File: src/rtl/core/bcd_pkg.sv
package bcd_pkg;

    // Buttons handled by the block; samples for higher indexes are ignored.
    localparam int unsigned NUM_BUTTONS = 4;

    localparam int unsigned IDX_W     = 2;
    localparam int unsigned MEM_DEPTH = 2 ** IDX_W;
    localparam int unsigned CFG_IDX_W = 2;
    localparam int unsigned CFG_DATA_W = 16;
    localparam int unsigned FIRED_W   = 7;

    localparam logic [15:0] TICK_MAX   = 16'hFFFF;
    localparam logic [7:0]  DEB_MAX    = 8'hFF;
    localparam logic [3:0]  REPEAT_MAX = 4'd15;

    typedef enum logic [CFG_IDX_W-1:0] {
        CFG_DEBOUNCE = 2'd0,
        CFG_SHORT    = 2'd1,
        CFG_LONG     = 2'd2,
        CFG_ACTIVE   = 2'd3
    } t_cfg_idx;

    typedef enum logic [2:0] {
        PH_IDLE      = 3'd0,
        PH_PRESSED   = 3'd1,
        PH_RELEASED  = 3'd2,
        PH_REPEAT    = 3'd3,
        PH_LONG_HOLD = 3'd5
    } t_phase;

    typedef enum logic [2:0] {
        EV_NONE   = 3'd0,
        EV_DOWN   = 3'd1,
        EV_UP     = 3'd2,
        EV_SINGLE = 3'd3,
        EV_DOUBLE = 3'd4,
        EV_LSTART = 3'd5,
        EV_LHOLD  = 3'd6
    } t_event;

    // Bit positions in the fired mask.
    localparam int unsigned F_DOWN   = 0;
    localparam int unsigned F_UP     = 1;
    localparam int unsigned F_REPEAT = 2;
    localparam int unsigned F_SINGLE = 3;
    localparam int unsigned F_DOUBLE = 4;
    localparam int unsigned F_LSTART = 5;
    localparam int unsigned F_LHOLD  = 6;

    typedef struct packed {
        logic [7:0]  deb_limit;
        logic [15:0] short_limit;
        logic [15:0] long_limit;
        logic [3:0]  active_level_mask;
    } t_cfg;

    typedef struct packed {
        t_phase      phase;
        logic [15:0] tick;
        logic [7:0]  deb;
        logic        filt;
        logic [3:0]  repeats;
        t_event      last;
    } t_btn_state;

    // Reset mask is all zero, so every button starts at the inactive level one.
    localparam t_btn_state STATE_RESET = '{
        phase:   PH_IDLE,
        tick:    16'd0,
        deb:     8'd0,
        filt:    1'b1,
        repeats: 4'd0,
        last:    EV_NONE
    };

endpackage

File: src/rtl/core/bcd_cfg_regs.sv
module bcd_cfg_regs (
    input  logic                             i_clk,
    input  logic                             i_rst_n,
    input  logic                             i_wr_en,
    input  logic [bcd_pkg::CFG_IDX_W-1:0]    i_wr_idx,
    input  logic [bcd_pkg::CFG_DATA_W-1:0]   i_wr_data,
    output bcd_pkg::t_cfg                    o_cfg
);

    bcd_pkg::t_cfg r_cfg;

    always_ff @(posedge i_clk) begin
        if (!i_rst_n) begin
            r_cfg.deb_limit         <= 8'd3;
            r_cfg.short_limit       <= 16'd60;
            r_cfg.long_limit        <= 16'd200;
            r_cfg.active_level_mask <= 4'd0;
        end else if (i_wr_en) begin
            case (bcd_pkg::t_cfg_idx'(i_wr_idx))
                bcd_pkg::CFG_DEBOUNCE: r_cfg.deb_limit         <= i_wr_data[7:0];
                bcd_pkg::CFG_SHORT:    r_cfg.short_limit       <= i_wr_data[15:0];
                bcd_pkg::CFG_LONG:     r_cfg.long_limit        <= i_wr_data[15:0];
                bcd_pkg::CFG_ACTIVE:   r_cfg.active_level_mask <= i_wr_data[3:0];
                default: begin
                end
            endcase
        end
    end

    assign o_cfg = r_cfg;

endmodule

File: src/rtl/core/bcd_state_mem.sv
module bcd_state_mem (
    input  logic                         i_clk,
    input  logic                         i_rst_n,
    input  logic                         i_rd_en,
    input  logic [bcd_pkg::IDX_W-1:0]    i_rd_addr,
    input  logic                         i_wr_en,
    input  logic [bcd_pkg::IDX_W-1:0]    i_wr_addr,
    input  bcd_pkg::t_btn_state          i_wr_data,
    output bcd_pkg::t_btn_state          o_rd_data
);

    bcd_pkg::t_btn_state mem [bcd_pkg::MEM_DEPTH];

    logic [bcd_pkg::MEM_DEPTH-1:0] r_vld;
    bcd_pkg::t_btn_state           r_rd_data;
    logic                          r_rd_vld;
    logic                          r_fwd_hit;
    bcd_pkg::t_btn_state           r_fwd_data;

    always_ff @(posedge i_clk) begin
        if (i_wr_en) begin
            mem[i_wr_addr] <= i_wr_data;
        end
        if (i_rd_en) begin
            r_rd_data  <= mem[i_rd_addr];
            r_fwd_data <= i_wr_data;
        end
    end

    // Entries never written read as their reset value.
    always_ff @(posedge i_clk) begin
        if (!i_rst_n) begin
            r_vld     <= '0;
            r_rd_vld  <= 1'b0;
            r_fwd_hit <= 1'b0;
        end else begin
            if (i_wr_en) begin
                r_vld[i_wr_addr] <= 1'b1;
            end
            if (i_rd_en) begin
                r_rd_vld  <= r_vld[i_rd_addr];
                r_fwd_hit <= i_wr_en && (i_wr_addr == i_rd_addr);
            end
        end
    end

    always_comb begin
        if (r_fwd_hit) begin
            o_rd_data = r_fwd_data;
        end else if (r_rd_vld) begin
            o_rd_data = r_rd_data;
        end else begin
            o_rd_data = bcd_pkg::STATE_RESET;
        end
    end

endmodule

File: src/rtl/core/bcd_press_fsm.sv
module bcd_press_fsm (
    input  bcd_pkg::t_btn_state              i_state,
    input  logic                             i_pin,
    input  logic                             i_act,
    input  bcd_pkg::t_cfg                    i_cfg,
    output bcd_pkg::t_btn_state              o_state,
    output logic [bcd_pkg::FIRED_W-1:0]      o_fired
);

    logic [15:0]     tick_inc;
    logic [7:0]      deb_inc;
    logic [7:0]      deb_new;
    logic            filt_new;
    logic            pressed;
    bcd_pkg::t_phase n_phase;
    logic [15:0]     n_tick;
    logic [3:0]      n_repeats;
    bcd_pkg::t_event n_last;
    logic [bcd_pkg::FIRED_W-1:0] n_fired;

    // Tick counting and debounce filter.
    always_comb begin
        tick_inc = i_state.tick;
        if (i_state.phase != bcd_pkg::PH_IDLE && i_state.tick != bcd_pkg::TICK_MAX) begin
            tick_inc = i_state.tick + 16'd1;
        end
        deb_inc  = (i_state.deb != bcd_pkg::DEB_MAX) ? i_state.deb + 8'd1 : i_state.deb;
        filt_new = i_state.filt;
        deb_new  = 8'd0;
        if (i_pin != i_state.filt) begin
            if (deb_inc >= i_cfg.deb_limit) begin
                filt_new = i_pin;
            end else begin
                deb_new = deb_inc;
            end
        end
        pressed = (filt_new == i_act);
    end

    // Next phase.
    always_comb begin
        n_phase = i_state.phase;
        case (i_state.phase)
            bcd_pkg::PH_IDLE: begin
                if (pressed) n_phase = bcd_pkg::PH_PRESSED;
            end
            bcd_pkg::PH_PRESSED: begin
                if (!pressed) begin
                    n_phase = bcd_pkg::PH_RELEASED;
                end else if (tick_inc > i_cfg.long_limit) begin
                    n_phase = bcd_pkg::PH_LONG_HOLD;
                end
            end
            bcd_pkg::PH_RELEASED: begin
                if (pressed) begin
                    n_phase = bcd_pkg::PH_REPEAT;
                end else if (tick_inc > i_cfg.short_limit) begin
                    n_phase = bcd_pkg::PH_IDLE;
                end
            end
            bcd_pkg::PH_REPEAT: begin
                if (!pressed) begin
                    n_phase = (tick_inc < i_cfg.short_limit) ? bcd_pkg::PH_RELEASED
                                                             : bcd_pkg::PH_IDLE;
                end else if (tick_inc > i_cfg.short_limit) begin
                    n_phase = bcd_pkg::PH_IDLE;
                end
            end
            bcd_pkg::PH_LONG_HOLD: begin
                if (!pressed) n_phase = bcd_pkg::PH_IDLE;
            end
            default: n_phase = bcd_pkg::PH_IDLE;
        endcase
    end

    // Events, tick restarts and repeat counting.
    always_comb begin
        n_tick    = tick_inc;
        n_repeats = i_state.repeats;
        n_last    = i_state.last;
        n_fired   = '0;
        case (i_state.phase)
            bcd_pkg::PH_IDLE: begin
                if (pressed) begin
                    n_last                   = bcd_pkg::EV_DOWN;
                    n_fired[bcd_pkg::F_DOWN] = 1'b1;
                    n_tick                   = 16'd0;
                    n_repeats                = 4'd1;
                end else begin
                    n_last = bcd_pkg::EV_NONE;
                end
            end
            bcd_pkg::PH_PRESSED: begin
                if (!pressed) begin
                    n_last                 = bcd_pkg::EV_UP;
                    n_fired[bcd_pkg::F_UP] = 1'b1;
                    n_tick                 = 16'd0;
                end else if (tick_inc > i_cfg.long_limit) begin
                    n_last                     = bcd_pkg::EV_LSTART;
                    n_fired[bcd_pkg::F_LSTART] = 1'b1;
                end
            end
            bcd_pkg::PH_RELEASED: begin
                if (pressed) begin
                    n_last                     = bcd_pkg::EV_DOWN;
                    n_fired[bcd_pkg::F_DOWN]   = 1'b1;
                    n_fired[bcd_pkg::F_REPEAT] = 1'b1;
                    if (i_state.repeats < bcd_pkg::REPEAT_MAX) begin
                        n_repeats = i_state.repeats + 4'd1;
                    end
                    n_tick = 16'd0;
                end else if (tick_inc > i_cfg.short_limit) begin
                    if (i_state.repeats == 4'd1) begin
                        n_last                     = bcd_pkg::EV_SINGLE;
                        n_fired[bcd_pkg::F_SINGLE] = 1'b1;
                    end else if (i_state.repeats == 4'd2) begin
                        n_last                     = bcd_pkg::EV_DOUBLE;
                        n_fired[bcd_pkg::F_DOUBLE] = 1'b1;
                    end
                end
            end
            bcd_pkg::PH_REPEAT: begin
                if (!pressed) begin
                    n_last                 = bcd_pkg::EV_UP;
                    n_fired[bcd_pkg::F_UP] = 1'b1;
                    if (tick_inc < i_cfg.short_limit) begin
                        n_tick = 16'd0;
                    end
                end
            end
            bcd_pkg::PH_LONG_HOLD: begin
                if (pressed) begin
                    n_last                    = bcd_pkg::EV_LHOLD;
                    n_fired[bcd_pkg::F_LHOLD] = 1'b1;
                end else begin
                    n_last                 = bcd_pkg::EV_UP;
                    n_fired[bcd_pkg::F_UP] = 1'b1;
                end
            end
            default: begin
            end
        endcase
    end

    always_comb begin
        o_state.phase   = n_phase;
        o_state.tick    = n_tick;
        o_state.deb     = deb_new;
        o_state.filt    = filt_new;
        o_state.repeats = n_repeats;
        o_state.last    = n_last;
    end

    assign o_fired = n_fired;

endmodule

File: src/rtl/core/button_click_detector.sv
// Debounce and click detector for up to four buttons that share one sample
// stream. Each input item is one tick sample of one button's raw pin, and each
// item gives exactly one result item: the button's sticky last event, a mask of
// the events that fired on this tick, the press count of the current click
// sequence and the filtered level. The per-button state lives in a small
// synchronous state memory: the address is read when an item is accepted, the
// next state is computed in stage one and written back when the item moves on,
// and a bypass register forwards that write when the following item targets
// the same button. The block takes one item per cycle while the output side
// keeps up; a result passes from stage one into the output register, and only a
// result that waits untaken in the output register holds up the input side.
// Entries carry a valid bit each, so after reset there is no clearing pass and
// items are accepted at once. Configuration writes are taken in any cycle and
// are meant to be issued only while no items are in flight.
module button_click_detector (
    input  logic                              i_clk,
    input  logic                              i_rst_n,
    // Sample input channel.
    input  logic                              i_in_valid,
    output logic                              o_in_ready,
    input  logic [1:0]                        i_button_index,
    input  logic                              i_pin_sample,
    // Result output channel.
    output logic                              o_out_valid,
    input  logic                              i_out_ready,
    output logic [1:0]                        o_button_index_out,
    output logic [2:0]                        o_event_code,
    output logic [6:0]                        o_fired_mask,
    output logic [3:0]                        o_repeat_count,
    output logic                              o_debounced_level,
    // Configuration write channel.
    input  logic                              i_cfg_valid,
    output logic                              o_cfg_ready,
    input  logic [bcd_pkg::CFG_IDX_W-1:0]     i_cfg_index,
    input  logic [bcd_pkg::CFG_DATA_W-1:0]    i_cfg_data
);

    bcd_pkg::t_cfg       cfg;
    bcd_pkg::t_btn_state rd_state;
    bcd_pkg::t_btn_state upd_state;
    logic [bcd_pkg::FIRED_W-1:0] upd_fired;

    logic in_acc;
    logic s1_adv;
    logic s1_in_range;
    logic s1_act;

    // Stage one holds the item whose state is coming out of the memory.
    logic                      r_s1_vld;
    logic [bcd_pkg::IDX_W-1:0] r_s1_idx;
    logic                      r_s1_pin;

    // Output register.
    logic       r_out_vld;
    logic [1:0] r_out_idx;
    logic [2:0] r_out_event;
    logic [6:0] r_out_fired;
    logic [3:0] r_out_repeats;
    logic       r_out_level;

    assign o_cfg_ready = 1'b1;

    bcd_cfg_regs u_cfg (
        .i_clk     (i_clk),
        .i_rst_n   (i_rst_n),
        .i_wr_en   (i_cfg_valid),
        .i_wr_idx  (i_cfg_index),
        .i_wr_data (i_cfg_data),
        .o_cfg     (cfg)
    );

    // Stage one moves on whenever the output register is free or being emptied.
    assign s1_adv     = r_s1_vld && (!r_out_vld || i_out_ready);
    assign o_in_ready = !r_s1_vld || s1_adv;
    assign in_acc     = i_in_valid && o_in_ready;

    // Samples of buttons past NUM_BUTTONS touch no state and report no event.
    assign s1_in_range = (32'(r_s1_idx) < bcd_pkg::NUM_BUTTONS);
    assign s1_act      = cfg.active_level_mask[r_s1_idx];

    bcd_state_mem u_mem (
        .i_clk     (i_clk),
        .i_rst_n   (i_rst_n),
        .i_rd_en   (in_acc),
        .i_rd_addr (i_button_index),
        .i_wr_en   (s1_adv && s1_in_range),
        .i_wr_addr (r_s1_idx),
        .i_wr_data (upd_state),
        .o_rd_data (rd_state)
    );

    bcd_press_fsm u_fsm (
        .i_state (rd_state),
        .i_pin   (r_s1_pin),
        .i_act   (s1_act),
        .i_cfg   (cfg),
        .o_state (upd_state),
        .o_fired (upd_fired)
    );

    always_ff @(posedge i_clk) begin
        if (!i_rst_n) begin
            r_s1_vld  <= 1'b0;
            r_out_vld <= 1'b0;
        end else begin
            if (in_acc) begin
                r_s1_vld <= 1'b1;
            end else if (s1_adv) begin
                r_s1_vld <= 1'b0;
            end
            if (s1_adv) begin
                r_out_vld <= 1'b1;
            end else if (i_out_ready) begin
                r_out_vld <= 1'b0;
            end
        end
    end

    always_ff @(posedge i_clk) begin
        if (in_acc) begin
            r_s1_idx <= i_button_index;
            r_s1_pin <= i_pin_sample;
        end
        if (s1_adv) begin
            r_out_idx <= r_s1_idx;
            if (s1_in_range) begin
                r_out_event   <= upd_state.last;
                r_out_fired   <= upd_fired;
                r_out_repeats <= upd_state.repeats;
                r_out_level   <= upd_state.filt;
            end else begin
                r_out_event   <= bcd_pkg::EV_NONE;
                r_out_fired   <= '0;
                r_out_repeats <= 4'd0;
                r_out_level   <= 1'b0;
            end
        end
    end

    assign o_out_valid        = r_out_vld;
    assign o_button_index_out = r_out_idx;
    assign o_event_code       = r_out_event;
    assign o_fired_mask       = r_out_fired;
    assign o_repeat_count     = r_out_repeats;
    assign o_debounced_level  = r_out_level;

endmodule

File: config.mk
export PLATFORM = sky130hd
export DESIGN_NAME = button_click_detector
export DESIGN_NICKNAME = d
export VERILOG_FILES = /design/src/rtl/core/bcd_pkg.sv /design/src/rtl/core/bcd_cfg_regs.sv /design/src/rtl/core/bcd_state_mem.sv /design/src/rtl/core/bcd_press_fsm.sv /design/src/rtl/core/button_click_detector.sv
export SDC_FILE = /design/constraint.sdc
export NUM_CORES = 1
export LEC_CHECK = 0
export BUFFER_PORTS_ARGS = -buffer_cell sky130_fd_sc_hd__buf_4
export CAP_MARGIN = 20
export CORE_ASPECT_RATIO = 0.6
export CORE_UTILIZATION = 62
export CTS_BUF_LIST = sky130_fd_sc_hd__clkbuf_16
export CTS_CLUSTER_DIAMETER = 60
export DETAILED_ROUTE_END_ITERATION = 8
export PLACE_DENSITY = 0.8
export SLEW_MARGIN = 20
export SYNTH_ARGS = -nofsm -noshare
export SYNTH_HDL_FRONTEND = slang
export SYNTH_HIERARCHICAL = 1
export SYNTH_SLANG_ARGS = --single-unit
File: constraint.sdc
create_clock -name i_clk -period 6.55 [get_ports i_clk]
set_clock_uncertainty 0.05 [all_clocks]
set_input_delay 1.31 -clock i_clk [delete_from_list [all_inputs] [get_ports i_clk]]
set_output_delay 1.31 -clock i_clk [all_outputs]
set_load 0.02 [all_outputs]
=== Yosys cells after proc, flatten, opt, wreduce, memory -nomap -nowiden ===
Memory sizes are Yosys's and may differ from the RTL's. A register that Yosys moved wholly into a read port is not among the register bits.
Index checks and enable logic that the tools add are counted.

* Memories: 1
* Input bits: 26
* Word-level logic and storage cells: 133
* Register bits: 107
* Output and inout bits: 20
* RAM bits: 140

* Reduce and logical (&&, ||, !) cells: 23
* Order comparisons: 8
* Add/sub/neg operators: 3
* Equal/unequal tests: 14
* Multiplexer cells: 53
* Bitwise operators: 3

{| class="wikitable"
|+ Memory list
! memory !! words !! bits a word !! read ports !! clocked after Yosys merged registers in !! write ports !! RTL line !! source
|-
| u_mem.mem || 4 || 35 || 1 || 1 || 1 || bcd_state_mem.sv:12 || <nowiki>bcd_pkg::t_btn_state mem [bcd_pkg::MEM_DEPTH];</nowiki>
|}

{| class="wikitable"
|+ Operator list
! operator !! count
|-
| $mux 16 || 5
|-
| $mux 35 || 2
|-
| $pmux 16 s3 || 1
|-
| $mux 3 || 15
|-
| $gt 16x16->1 || 2
|-
| $pmux 3 s5 || 2
|-
| $mux 8 || 3
|-
| $mux 1 || 17
|-
| $add 16x1->16 const B || 1
|-
| $lt 16x16->1 || 1
|-
| $ne 16x16->1 const B || 1
|-
| $mux 4 || 3
|-
| $reduce_and 2->1 || 5
|-
| $add 8x1->8 const B || 1
|-
| $ge 8x8->1 || 1
|-
| $ne 8x8->1 const B || 1
|-
| $pmux 4 s2 || 1
|-
| $eq 3x2->1 const B || 2
|-
| $lt 2x3->1 const B || 2
|-
| $reduce_or 3->1 || 2
|-
| $logic_and 1x1->1 || 5
|-
| $add 4x1->4 const B || 1
|-
| $bmux 1 s2 || 2
|-
| $eq 2x2->1 const B || 2
|-
| 22 further kinds || 26
|}

=== Logic depth before layout (Yosys ltp) ===
Gate-level depths: netlist (run 1).

* Depth in word-level cells: 10
* Gate-level depth with buffers: 22
* Depth with buffers taken out: 18

=== Cells and area by module ===
Netlist (run 1), hierarchy kept.

{| class="wikitable"
|+ By module, submodules not included
! module !! cells an instance !! instances !! area an instance (um^2)
|-
| bcd_state_mem || 325 || 1 || 7,793.7
|-
| bcd_press_fsm || 326 || 1 || 2,202.1
|-
| bcd_cfg_regs || 177 || 1 || 1,742.9
|-
| button_click_detector || 32 || 1 || 718.2
|}

=== Worst setup path after synthesis (run 1) ===
No wires, ideal clock.

* Path kind: input to register
* Start point: in i_out_ready
* End point: reg u_mem.r_fwd_hit
* Setup time: 0.100 ns
* Slack: 0.784 ns
* Cell stages on the path: 4
* Buffers on the path: 0
* Data required time: 6.400 ns
* Arrival time: 5.616 ns
* Cells stage by stage: nor2b_1 > a21oi_1 > nand3_1 > o31ai_1

* Longest elaborated chain between the ends: 4

{| class="wikitable"
|+ Ends and longest elaborated chain
! element !! RTL line !! source
|-
| start, declared || button_click_detector.sv:25 || <nowiki>input logic i_out_ready,</nowiki>
|-
| $logic_or 1x1->1 || button_click_detector.sv:73 || <nowiki>assign s1_adv = r_s1_vld && (!r_out_vld || i_out_ready);</nowiki>
|-
| $logic_and 1x1->1 || button_click_detector.sv:73 ||
|-
| $logic_or 1x1->1 || button_click_detector.sv:74 || <nowiki>assign o_in_ready = !r_s1_vld || s1_adv;</nowiki>
|-
| $logic_and 1x1->1 || button_click_detector.sv:75 || <nowiki>assign in_acc = i_in_valid && o_in_ready;</nowiki>
|-
| named net in_acc || button_click_detector.sv:43 || <nowiki>logic in_acc;</nowiki>
|-
| end signal, assigned || bcd_state_mem.sv:42 || <nowiki>r_fwd_hit <= i_wr_en && (i_wr_addr == i_rd_addr);</nowiki>
|-
| end, declared || bcd_state_mem.sv:17 || <nowiki>logic r_fwd_hit;</nowiki>
|}

The timed path passes the listed nets, and every way through them passes these cells.
A chain may end at the register's enable or synchronous reset.

==> qor.yml, run 1 <==
outcome:
  status: "finished, final reports clean"
synth:
  synth_common_cells: "230 x edfxtp_1, 79 x nand2_1, 61 x inv_1"
  syn_area_mm2: 0.0125
  synth_edf_count: 230
  yosysTopAreaCell: "edfxtp_1"
  synthDistinctLibCells: 62
  async_flop_share: 0
  synth.avg_cell_area_um2: 14.5
  synth_ff_type: "edfxtp_1"
  yosys_warnings: 6
  synth_cells: 860
  synth_area_leaders: "edfxtp_1 55%, dfxtp_1 8.4%, mux4_2 6.5%"
  yosysMostFrequentCell: "edfxtp_1"
  synth-seq-area-share: 0.638
  synth-seq-cells: 282
  synth_top_area_share: 0.554
  synthesis.nets: 931
die:
  die_area_mm2: 0.0207
  core_region_area_mm2: 0.0193
  start_util: 0.645
  pin_count: 46
  die_y_um: 112
  row_count: 39
  die-width_um: 185
power:
  leakage_nw: 5.18
  finalPower_mw: 3.71
  p_per_area_mw_per_mm2: 270
  irDropWorstVdd_mv: 0.236
run:
  cap_violations: 0
final_layout:
  fillers: 1295
  antenna_cells: 0
  areaGrowthSynthToFinish_pct: 10.3
  post-route-util: 0.711
  final_area_mm2: 0.0137
  drive_above_1_share: 0.150
  fin_nets: 967
timing:
  finalCriticalPeriod_ns: 5.89
  max_freq_ghz: 0.170
  fin_crit_sh: 0.899
  rsz0062_at_grt: "no"
  worstMarginPinSlew_ns: 1.04
  final-hold-violation-count: 0
  report.final.slew_viol_count: 0
  setup-tns-final_ns: 0
  setup_viol: 0
  slew_headroom: 0.296
setup_path:
  criticalPathCategory: "flop to flop"
  required_ns: 6.73
  crit_fanout: 28
  cp-end-kind: "flop"
  worstPathArrival_ns: 6.06
  worstSetupStartpointType: "flop"
route:
  wl_mm: 26.0
  drc_errors: 0
  vias_per_cell: 6.28
  first_iter_violations: 720
  routedWlPerCell_um: 22.0
  ant_nets: 0
  num_vias: 7411
  dr.pass1.iters: 5
clocking:
  cts.repair.resized: 0
  post-cts-setup-buffer-count: 0
  hold_buffers: 0
  cts_buffers: 25
  clockBufferDepth: 3
  cts_tree: "built"
  htree_levels: 1
  cts.sinks: 282
  insertion_delay_ns: 0.52
  clock-root-buffer: "clkbuf_16"
  clk_pin_slew_ns: 0.06
grt:
  grt_pass1_vias: 7332
  grt_pass1_wl_mm: 41.0
  grt_overflow: 0
  antenna_found_initial: 0
  track_usage: 0.262
  grt_max_degree: 73
place:
  port_buffers: 44
  dpl.hpwl_mm: 16.9
  gp_congestion: 0.937
  placed_cell_area_mm2: 0.0130
worst_hold_path:
  hold_class: "flop to flop"
## final timing paths
| path | start | endpoint | slack (ns) | depth (start not counted) |
|---|---|---|---|---|
| worst max-delay path | u_mem/r_rd_vld | u_mem/mem[2][16] | 0.66 | 17 |
| worst min register to register | u_cfg/o_cfg[28] | u_cfg/o_cfg[28] | 0.41 | 2 |
| worst min-delay path | u_cfg/o_cfg[28] | u_cfg/o_cfg[28] | 0.41 | 2 |
| worst max register to register | u_mem/r_rd_vld | u_mem/mem[2][16] | 0.66 | 17 |
## metal layers
metal | up-vias | wire length, um | GRT usage
met2 | 300 | 12200 | 0.410
met4 | 0 | 478 | 0.0584
met3 | 39 | 1820 | 0.0425
li1 | 3346 | - | -
met5 | - | 0 | 0
met1 | 3726 | 11500 | 0.390
## cells by family after synthesis
group | synth area share
XOR/XNOR | 0.0177
adder cells (fa/ha/maj) | 0.0460
AND/OR/NAND/NOR | 0.0834
flip-flops | 0.638
buffers and inverters | 0.0399
multiplexers | 0.0964
AO/OA/AOI/OAI | 0.0783
other | 0.000301
## per-stage QoR
stage	instances	worst slack [ns]	hold slack, ns
2_1_floorplan	860	0.784	0.385
3_3_place_gp	1135	1.16	0.396
3_5_place_dp	1135	0.921	0.398
4_1_cts	1181	0.856	0.408
5_1_grt	1181	0.335	0.429
6_report	1181	0.664	0.405
## cell usage in the layout, fill, tap and decap left out, drive strengths merged, types with 5 or more instances in the layout
cell and count:
edfxtp 230, and3b 5, nor2b 19, a211oi 6, mux2i 39, and3 9
nand2 79, nand3b 5, buf 55, xor2 10, ha 45, nor2 19
clkinv 9, a22o 34, xnor2 13, mux4 36, nand3 19, clkbuf 25
o21ai 11, o311a 12, inv 70, o21a 6, a21oi 24, nand4 16
nor3 8, nand4b 7, dfxtp 52, o211ai 10
## sequential cells by signal (all words and copies together) (netlist names)
register,cells
u_mem/r_rd_data,35
u_mem/r_fwd_data,35
o_button_index_out,2
o_event_code,3
r_s1_pin,1
u_mem/r_vld,4
u_cfg/o_cfg,44
o_out_valid,1
o_fired_mask,7
u_mem/r_fwd_hit,1
o_repeat_count,4
r_s1_vld,1
u_mem/r_rd_vld,1
o_debounced_level,1
u_mem/mem,140
r_s1_idx,2
## final cells by class
class	count	area, um2	area share
inverters	61	229	0.0167
repair buffers	55	413	0.0301
flip-flops and latches	282	7950	0.579
clock buffers	25	626	0.0455
clock inverters	21	150	0.0109
multi-input cells	471	4040	0.294
well taps	266	333	0.0242
## critical path: stages, from the launching register on
cell      delay, ns
dfxtp_1        0.32
nor2b_2        0.57
a22o_1         0.31
ha_1           0.22
inv_1          0.08
nor2_1         0.23
and3_1         0.25
o21ai_0        0.13
o21ai_0        0.13
ha_1           0.29
and3_1         0.18
o21ai_1        0.17
a31oi_1        0.18
o311ai_4       0.59
xor2_4         0.66
nand4_1        0.60
nand2b_1       0.43
nor2_1         0.17
## power breakdown
group	switching (mW)	internal, mW	leakage, nW
clock	0.619	0.775	0.408
combinational	0.178	0.101	2.15
sequential	0.0255	2.01	2.63
total	0.823	2.89	5.18
(Power assumes the default switching activity.)
==> run 2: changes to the inputs <==
--- a/config.mk
+++ b/config.mk
@@ -7,12 +7,15 @@
 export LEC_CHECK = 0
 export BUFFER_PORTS_ARGS = -buffer_cell sky130_fd_sc_hd__buf_4
 export CAP_MARGIN = 20
+export CELL_PAD_IN_SITES_DETAIL_PLACEMENT = 0
+export CELL_PAD_IN_SITES_GLOBAL_PLACEMENT = 2
 export CORE_ASPECT_RATIO = 0.6
-export CORE_UTILIZATION = 62
+export CORE_MARGIN = 2
+export CORE_UTILIZATION = 45
 export CTS_BUF_LIST = sky130_fd_sc_hd__clkbuf_16
 export CTS_CLUSTER_DIAMETER = 60
 export DETAILED_ROUTE_END_ITERATION = 8
-export PLACE_DENSITY = 0.8
+export PLACE_DENSITY_LB_ADDON = 0.1
 export SLEW_MARGIN = 20
 export SYNTH_ARGS = -nofsm -noshare
 export SYNTH_HDL_FRONTEND = slang
==> constraint.sdc (replaced) <==
create_clock -name i_clk -period 6.7 [get_ports i_clk]
set_clock_uncertainty 0.05 [all_clocks]
set_input_delay 1.34 -clock i_clk [delete_from_list [all_inputs] [get_ports i_clk]]
set_output_delay 1.34 -clock i_clk [all_outputs]
set_load 0.02 [all_outputs]
==> run 2 against run 1 <==
Hold slack improved by 0.0039 ns; sequential power down 2%; sequential cell count unchanged; cell area up 2.0%; critical endpoint is now o_event_code[2]; largest cell class unchanged.
==> qor.yml, run 2 (synthesis results as in run 1) <==
final_layout:
  final_cells: 1286  # was 1181
  top_register: "u_mem/mem"  # unchanged
  areaGrowthSynthToFinish_pct: 12.5  # was 10.3%
  fillers: 2357  # was 1295
  final_cell_mix: "230 x edfxtp_1, 79 x nand2_1, 63 x inv_1, 55 x buf_4, 52 x dfxtp_1"  # was 230 x edfxtp_1, 79 x nand2_1, 68 x inv_1, 55 x buf_4, 52 x dfxtp_1
  largest_reg_flops: 140  # unchanged
  antenna_cells: 0  # unchanged
  layout_commonest_cell: "edfxtp_1"  # unchanged
  fin_nets: 970  # was 967
  drive_above_1_share: 0.165  # was 0.150
clocking:
  htree_levels: 1  # unchanged
  cts.sinks: 282  # unchanged
  cts_buffers: 27  # was 25
  hold_buffers: 0  # unchanged
  cts_tree: "built"  # unchanged
  clock-root-buffer: "clkbuf_16"  # unchanged
  insertion_delay_ns: 0.55  # was 0.52 ns
  clk_pin_slew_ns: 0.07  # was 0.06 ns
  cts.repair.resized: 0  # unchanged
  clockBufferDepth: 3  # unchanged
  post-cts-setup-buffer-count: 0  # unchanged
timing:
  final-hold-violation-count: 0  # unchanged
  fin_crit_sh: 0.840  # was 0.899
  setup_viol: 0  # unchanged
  finalCriticalPeriod_ns: 5.63  # was 5.89 ns
  slew_headroom: 0.321  # was 0.296
  report.final.slew_viol_count: 0  # unchanged
  worstMarginPinSlew_ns: 1.02  # was 1.04 ns
  setup-tns-final_ns: 0  # unchanged
  max_freq_ghz: 0.178  # was 0.170 GHz
  rsz0062_at_grt: "no"  # unchanged
power:
  p_per_area_mw_per_mm2: 270  # about the same
  seqPwrFrac: 0.526  # was 0.549
  comb_power_share: 0.074  # was 0.075
  p_sw_mw: 0.858  # was 0.823 mW
  p_int_mw: 2.92  # was 2.89 mW
  clockPowerShare: 0.400  # was 0.376
  irDropWorstVdd_mv: 0.221  # was 0.236 mV
  p_sw_frac: 0.227  # was 0.222
  leakage_nw: 5.21  # was 5.18 nW
die:
  row_count: 47  # was 39
  core_region_area_mm2: 0.0274  # was 0.0193 mm2
  pin_count: 46  # unchanged
  die_area_mm2: 0.0291  # was 0.0207 mm2
  start_util: 0.455  # was 0.645
  die-width_um: 219  # was 185 um
  die_y_um: 133  # was 112 um
grt:
  track_usage: 0.196  # was 0.262
  grt_pass1_wl_mm: 43.2  # was 41.0 mm
  grt_max_degree: 79  # was 73
  grt_overflow: 0  # unchanged
  antenna_found_initial: 0  # unchanged
  grt_pass1_vias: 7274  # was 7332
setup_path:
  worstSetupStartpointType: "flop"  # unchanged
  crit_fanout: 36  # was 28
  criticalPathCategory: "flop to flop"  # unchanged
  worstPathArrival_ns: 5.85  # was 6.06 ns
  cp-end-kind: "flop"  # unchanged
  required_ns: 6.92  # was 6.73 ns
route:
  num_vias: 7180  # was 7411
  ant_nets: 0  # unchanged
  first_iter_violations: 535  # was 720
  drc_errors: 0  # unchanged
  routedWlPerCell_um: 21.6  # was 22.0 um
  dr.pass1.iters: 5  # unchanged
  wl_mm: 27.7  # was 26.0 mm
  vias_per_cell: 5.58  # was 6.28
run:
  cap_violations: 0  # unchanged
place:
  port_buffers: 44  # unchanged
  dpl.hpwl_mm: 17.8  # was 16.9 mm
  dp_cells: 1236  # was 1135
  gp_congestion: 0.793  # was 0.937
worst_hold_path:
  hold_class: "flop to flop"  # unchanged
outcome:
  status: "finished, final reports clean"  # unchanged
-- run 2: cell types whose count changed in the layout (fill, tap and decap cells not counted), sizes merged --
cell | before | now
buf | 55 | 56
clkbuf | 25 | 27
bufinv | 2 | 3
clkinvlp | 1 | 3
clkinv | 9 | 12
inv | 70 | 65
-- run 2: per-layer routing --
layer / track usage / wire (um) / vias to the layer above
met3: 0.0329 / 1410 / 33
met1: 0.302 / 13500 / 3623
met5: 0 / 0 / -
met2: 0.296 / 12300 / 170
li1: - / - / 3354
met4: 0.0353 / 495 / 0
-- run 2: cell type report --
cell class / count / area (um2) / area share
Clock buffer: 27 / 676 / 0.0482
Clock inverter: 22 / 204 / 0.0146
Inverter: 61 / 229 / 0.0163
Multi-Input combinational cell: 471 / 4050 / 0.289
Sequential cell: 282 / 7950 / 0.567
Tap cell: 367 / 459 / 0.0328
Timing Repair Buffer: 56 / 440 / 0.0314
-- run 2: critical path, stage by stage (launching register included) --
cell,delay (ns)
dfxtp_1,0.37
buf_4,0.44
a22o_1,0.32
and3_1,0.23
and3_1,0.21
nand3_1,0.18
o32a_1,0.51
nand4_1,0.30
nor3_1,0.10
xor2_1,0.19
ha_1,0.33
nand4_1,0.13
or3_4,0.43
a211o_1,0.29
a31oi_4,0.27
and3_4,0.25
and3b_1,0.18
a211o_1,0.22
a211o_1,0.35
-- run 2: stage by stage --
| step | instance area [um2] | power [mW] | hold WS (ns) | util | setup WS (ns) |
|---|---|---|---|---|---|
| 2_1_floorplan | 12500 | 2.21 | 0.385 | - | 0.904 |
| 3_3_place_gp | 13100 | 2.30 | 0.396 | 0.478 | 1.28 |
| 3_5_place_dp | 13100 | 2.31 | 0.403 | 0.478 | 1.13 |
| 4_1_cts | 14000 | 3.82 | 0.412 | 0.510 | 1.08 |
| 5_1_grt | 14000 | 3.93 | 0.431 | 0.511 | 0.628 |
| 6_report | 14000 | 3.78 | 0.409 | 0.511 | 1.07 |
-- run 2: final timing paths --
| kind | from | end | slack, ns | depth (start not counted) |
|---|---|---|---|---|
| worst min register to register | u_cfg/o_cfg[34] | u_cfg/o_cfg[34] | 0.41 | 2 |
| worst max register to register | u_mem/r_fwd_hit | o_event_code[2] | 1.07 | 18 |
| worst min-delay path | u_cfg/o_cfg[34] | u_cfg/o_cfg[34] | 0.41 | 2 |
| worst max-delay path | u_mem/r_fwd_hit | o_event_code[2] | 1.07 | 18 |
-- run 2: power by group through the flow --
| stage | logic (mW) | clock network (mW) | registers [mW] |
|---|---|---|---|
| finish | 0.280 | 1.51 | 1.99 |
| global route | 0.307 | 1.63 | 1.99 |
| CTS | 0.280 | 1.55 | 1.99 |
| detailed placement | 0.279 | 0 | 2.03 |
| global placement | 0.272 | 0 | 2.02 |
| floorplan | 0.187 | 0 | 2.03 |
==> run 3: changes to the inputs <==
--- a/config.mk
+++ b/config.mk
@@ -11,7 +11,7 @@
 export CELL_PAD_IN_SITES_GLOBAL_PLACEMENT = 2
 export CORE_ASPECT_RATIO = 0.6
 export CORE_MARGIN = 2
-export CORE_UTILIZATION = 45
+export CORE_UTILIZATION = 41
 export CTS_BUF_LIST = sky130_fd_sc_hd__clkbuf_16
 export CTS_CLUSTER_DIAMETER = 60
 export DETAILED_ROUTE_END_ITERATION = 8
==> constraint.sdc (replaced) <==
create_clock -name i_clk -period 4.9 [get_ports i_clk]
set_clock_uncertainty 0.05 [all_clocks]
set_input_delay 0.98 -clock i_clk [delete_from_list [all_inputs] [get_ports i_clk]]
set_output_delay 0.98 -clock i_clk [all_outputs]
set_load 0.02 [all_outputs]
==> run 3 against run 2 <==
Critical path depth grew 2; via count grew 4.8%; first-iteration DRC count shrank 15%; sequential cell count is the same; total power grew 41%; setup slack lost 0.93 ns; routed wire length grew 7.4%; global-route usage shrank 0.78 points; register-to-register slack lost 0.93 ns; non-clock buffer count grew 43; critical path type unchanged.
==> qor.yml, run 3 (synthesis results as in run 1) <==
route:
  vias_per_cell: 5.49  # was 5.58
  routedWlPerCell_um: 21.7  # was 21.6 um
  ant_nets: 0  # unchanged
  dr.pass1.iters: 5  # unchanged
  drc_errors: 0  # unchanged
  num_vias: 7525  # was 7180
  wl_mm: 29.8  # was 27.7 mm
  first_iter_violations: 453  # was 535
power:
  seqPwrFrac: 0.511  # was 0.526
  p_sw_frac: 0.225  # was 0.227
  irDropWorstVdd_mv: 0.291  # was 0.221 mV
  clockPowerShare: 0.408  # was 0.400
  p_sw_mw: 1.20  # was 0.858 mW
  p_int_mw: 4.13  # was 2.92 mW
  leakage_nw: 5.56  # was 5.21 nW
  comb_power_share: 0.081  # was 0.074
  p_per_area_mw_per_mm2: 363  # was 270 mW/mm2
worst_hold_path:
  min_from: "u_cfg/o_cfg[29]"  # was u_cfg/o_cfg[34]
  hold_path_end: "u_cfg/o_cfg[29]"  # was u_cfg/o_cfg[34]
  min_delay_path_depth: 2  # unchanged
  hold_class: "flop to flop"  # unchanged
final_layout:
  areaGrowthSynthToFinish_pct: 17.8  # was 12.5%
  antenna_cells: 0  # unchanged
  final_cell_mix: "230 x edfxtp_1, 92 x buf_4, 79 x nand2_1, 65 x inv_1, 50 x dfxtp_1"  # was 230 x edfxtp_1, 79 x nand2_1, 63 x inv_1, 55 x buf_4, 52 x dfxtp_1
  multi_input_area_mm2: 0.00425  # was 0.00405 mm2
  drive_above_1_share: 0.233  # was 0.165
  top_register: "u_mem/mem"  # unchanged
  layout.area.seq_mm2: 0.00795  # about the same
  fillers: 2606  # was 2357
  largest_reg_flops: 140  # unchanged
  final_cells: 1371  # was 1286
  fin_nets: 1013  # was 970
  layout_commonest_cell: "edfxtp_1"  # unchanged
run:
  cap_violations: 0  # unchanged
timing:
  fin_crit_sh: 0.972  # was 0.840
  max_freq_ghz: 0.210  # was 0.178 GHz
  final-hold-violation-count: 0  # unchanged
  worstMarginPinSlew_ns: 1.08  # was 1.02 ns
  setup_viol: 0  # unchanged
  report.final.slew_viol_count: 0  # unchanged
  finalCriticalPeriod_ns: 4.76  # was 5.63 ns
  slew_headroom: 0.282  # was 0.321
  setup_slack_ns: 0.136  # was 1.07 ns
outcome:
  status: "finished, final reports clean"  # unchanged
clocking:
  clock-root-buffer: "clkbuf_16"  # unchanged
  clockBufferDepth: 3  # unchanged
  clk_pin_slew_ns: 0.06  # was 0.07 ns
  hold_buffers: 0  # unchanged
  insertion_delay_ns: 0.55  # about the same
  cts_tree: "built"  # unchanged
  cts.sinks: 282  # unchanged
  cts_buffers: 27  # unchanged
  htree_levels: 1  # unchanged
setup_path:
  criticalPathCategory: "flop to flop"  # unchanged
  crit_fanout: 6  # was 36
  regToRegSetupSlack_ns: 0.14  # was 1.07 ns
  reg2regPathDepth: 20  # was 18
  cp_slowest_cell: "or3_4"  # was o32a_1
  r2r-start: "u_mem/r_rd_vld"  # was u_mem/r_fwd_hit
  r2r-end: "u_mem/mem[1][2]"  # was o_event_code[2]
  slowest_delay_ns: 0.36  # was 0.51 ns
  cp-end-kind: "flop"  # unchanged
  worstSetupStartpointType: "flop"  # unchanged
  worstPathArrival_ns: 4.98  # was 5.85 ns
  path_cells: "nor2b_4 > buf_6 > a22o_1 > and3_4 > and3_4 > nand3_4 > o32a_1 > nand4_1 > buf_4 > nor3_2 > xor2_1 > ha_1 > nand4_1 > or3_4 > a211o_1 > a31oi_4 > and3_4 > and3b_1 > a211o_1 > a211o_1"  # was buf_4 > a22o_1 > and3_1 > and3_1 > nand3_1 > o32a_1 > nand4_1 > nor3_1 > xor2_1 > ha_1 > nand4_1 > or3_4 > a211o_1 > a31oi_4 > and3_4 > and3b_1 > a211o_1 > a211o_1
  required_ns: 5.12  # was 6.92 ns
grt:
  grt_pass1_wl_mm: 46.0  # was 43.2 mm
  track_usage: 0.188  # was 0.196
  grt_overflow: 0  # unchanged
  grt_max_degree: 73  # was 79
  antenna_found_initial: 0  # unchanged
  grt_pass1_vias: 7568  # was 7274
place:
  gp_congestion: 0.810  # was 0.793
  post-place-ws_ns: -0.167  # was 1.13 ns
  port_buffers: 44  # unchanged
  dp_cells: 1303  # was 1236
  dpl.hpwl_mm: 19.2  # was 17.8 mm
die:
  start_util: 0.416  # was 0.455
  die_y_um: 139  # was 133 um
  row_count: 49  # was 47
  die-width_um: 229  # was 219 um
  pin_count: 46  # unchanged
  core_region_area_mm2: 0.0299  # was 0.0274 mm2
  die_area_mm2: 0.0318  # was 0.0291 mm2
[run 3: cell types whose count changed in the layout (fill, tap and decap cells not counted), moves of 3 or more]
cell	change
nor2_1	-3
buf_4	+37
clkinv_2	-4
buf_6	+4
nor2_2	+3
a22o_4	+7
nor3_1	-3
a22o_1	-9
[run 3: worst max path at each step]
stage | startpoint | to | slack [ns] | depth (start not counted)
after floorplan | u_mem/r_fwd_hit | o_event_code[2] | 0.06 | 22
after global placement | u_mem/r_rd_vld | o_event_code[2] | 0.006 | 19
after detailed placement | u_mem/r_rd_vld | u_mem/mem[3][2] | -0.17 | 20
after CTS | u_mem/r_rd_vld | o_event_code[2] | 0.01 | 19
after global routing | u_mem/r_rd_vld | u_mem/mem[1][5] | -0.01 | 22
final | u_mem/r_rd_vld | u_mem/mem[1][2] | 0.14 | 20
[run 3: power groups by stage]
stage / clock network [mW] / logic [mW] / registers (mW)
finish: 2.17 / 0.433 / 2.72
global route: 2.31 / 0.474 / 2.73
CTS: 2.21 / 0.415 / 2.72
detailed placement: 0 / 0.407 / 2.77
global placement: 0 / 0.395 / 2.77
floorplan: 0 / 0.257 / 2.77
[run 3: final cells by class]
class                           count  area share
Timing Repair Buffer               99      0.0556
Multi-Input combinational cell    471       0.290
Inverter                           61      0.0156
Tap cell                          408      0.0348
Clock buffer                       27      0.0460
Sequential cell                   282       0.542
Clock inverter                     23      0.0167
[run 3: routing by layer]
layer,vias up,global-route usage,wire length (um)
li1,3440,-,-
met1,3879,0.290,14800
met2,167,0.282,13100
met3,39,0.0284,1300
met4,0,0.0410,563
met5,-,0,0
[run 3: repair_timing]
item	in CTS	in global routing
pin swaps	6	19
cloned	1	0
resized for setup	5	34
endpoints found under the setup margin	17	137
setup buffers	8	9
hold endpoints to repair	0	0
[run 3: worst max-delay path, delay by kind of cell (launching register included)]
family	cells	cell delay [ns]
compound gates	6	1.60
fa+ha+maj	1	0.30
flops	1	0.34
simple gates	10	1.74
buf+inv	2	0.28
xor+xnor	1	0.15
[run 3: per-stage QoR]
step / TNS (ns) / util / hold slack [ns] / total power [mW] / instance area [um2]
3_5_place_dp: -1.55 / 0.448 / 0.406 / 3.18 / 13400
4_1_cts: 0 / 0.483 / 0.414 / 5.35 / 14400
5_1_grt: -0.290 / 0.491 / 0.435 / 5.51 / 14700
2_1_floorplan: 0 / - / 0.385 / 3.03 / 12500
3_3_place_gp: 0 / 0.447 / 0.395 / 3.16 / 13400
6_report: 0 / 0.491 / 0.412 / 5.32 / 14700
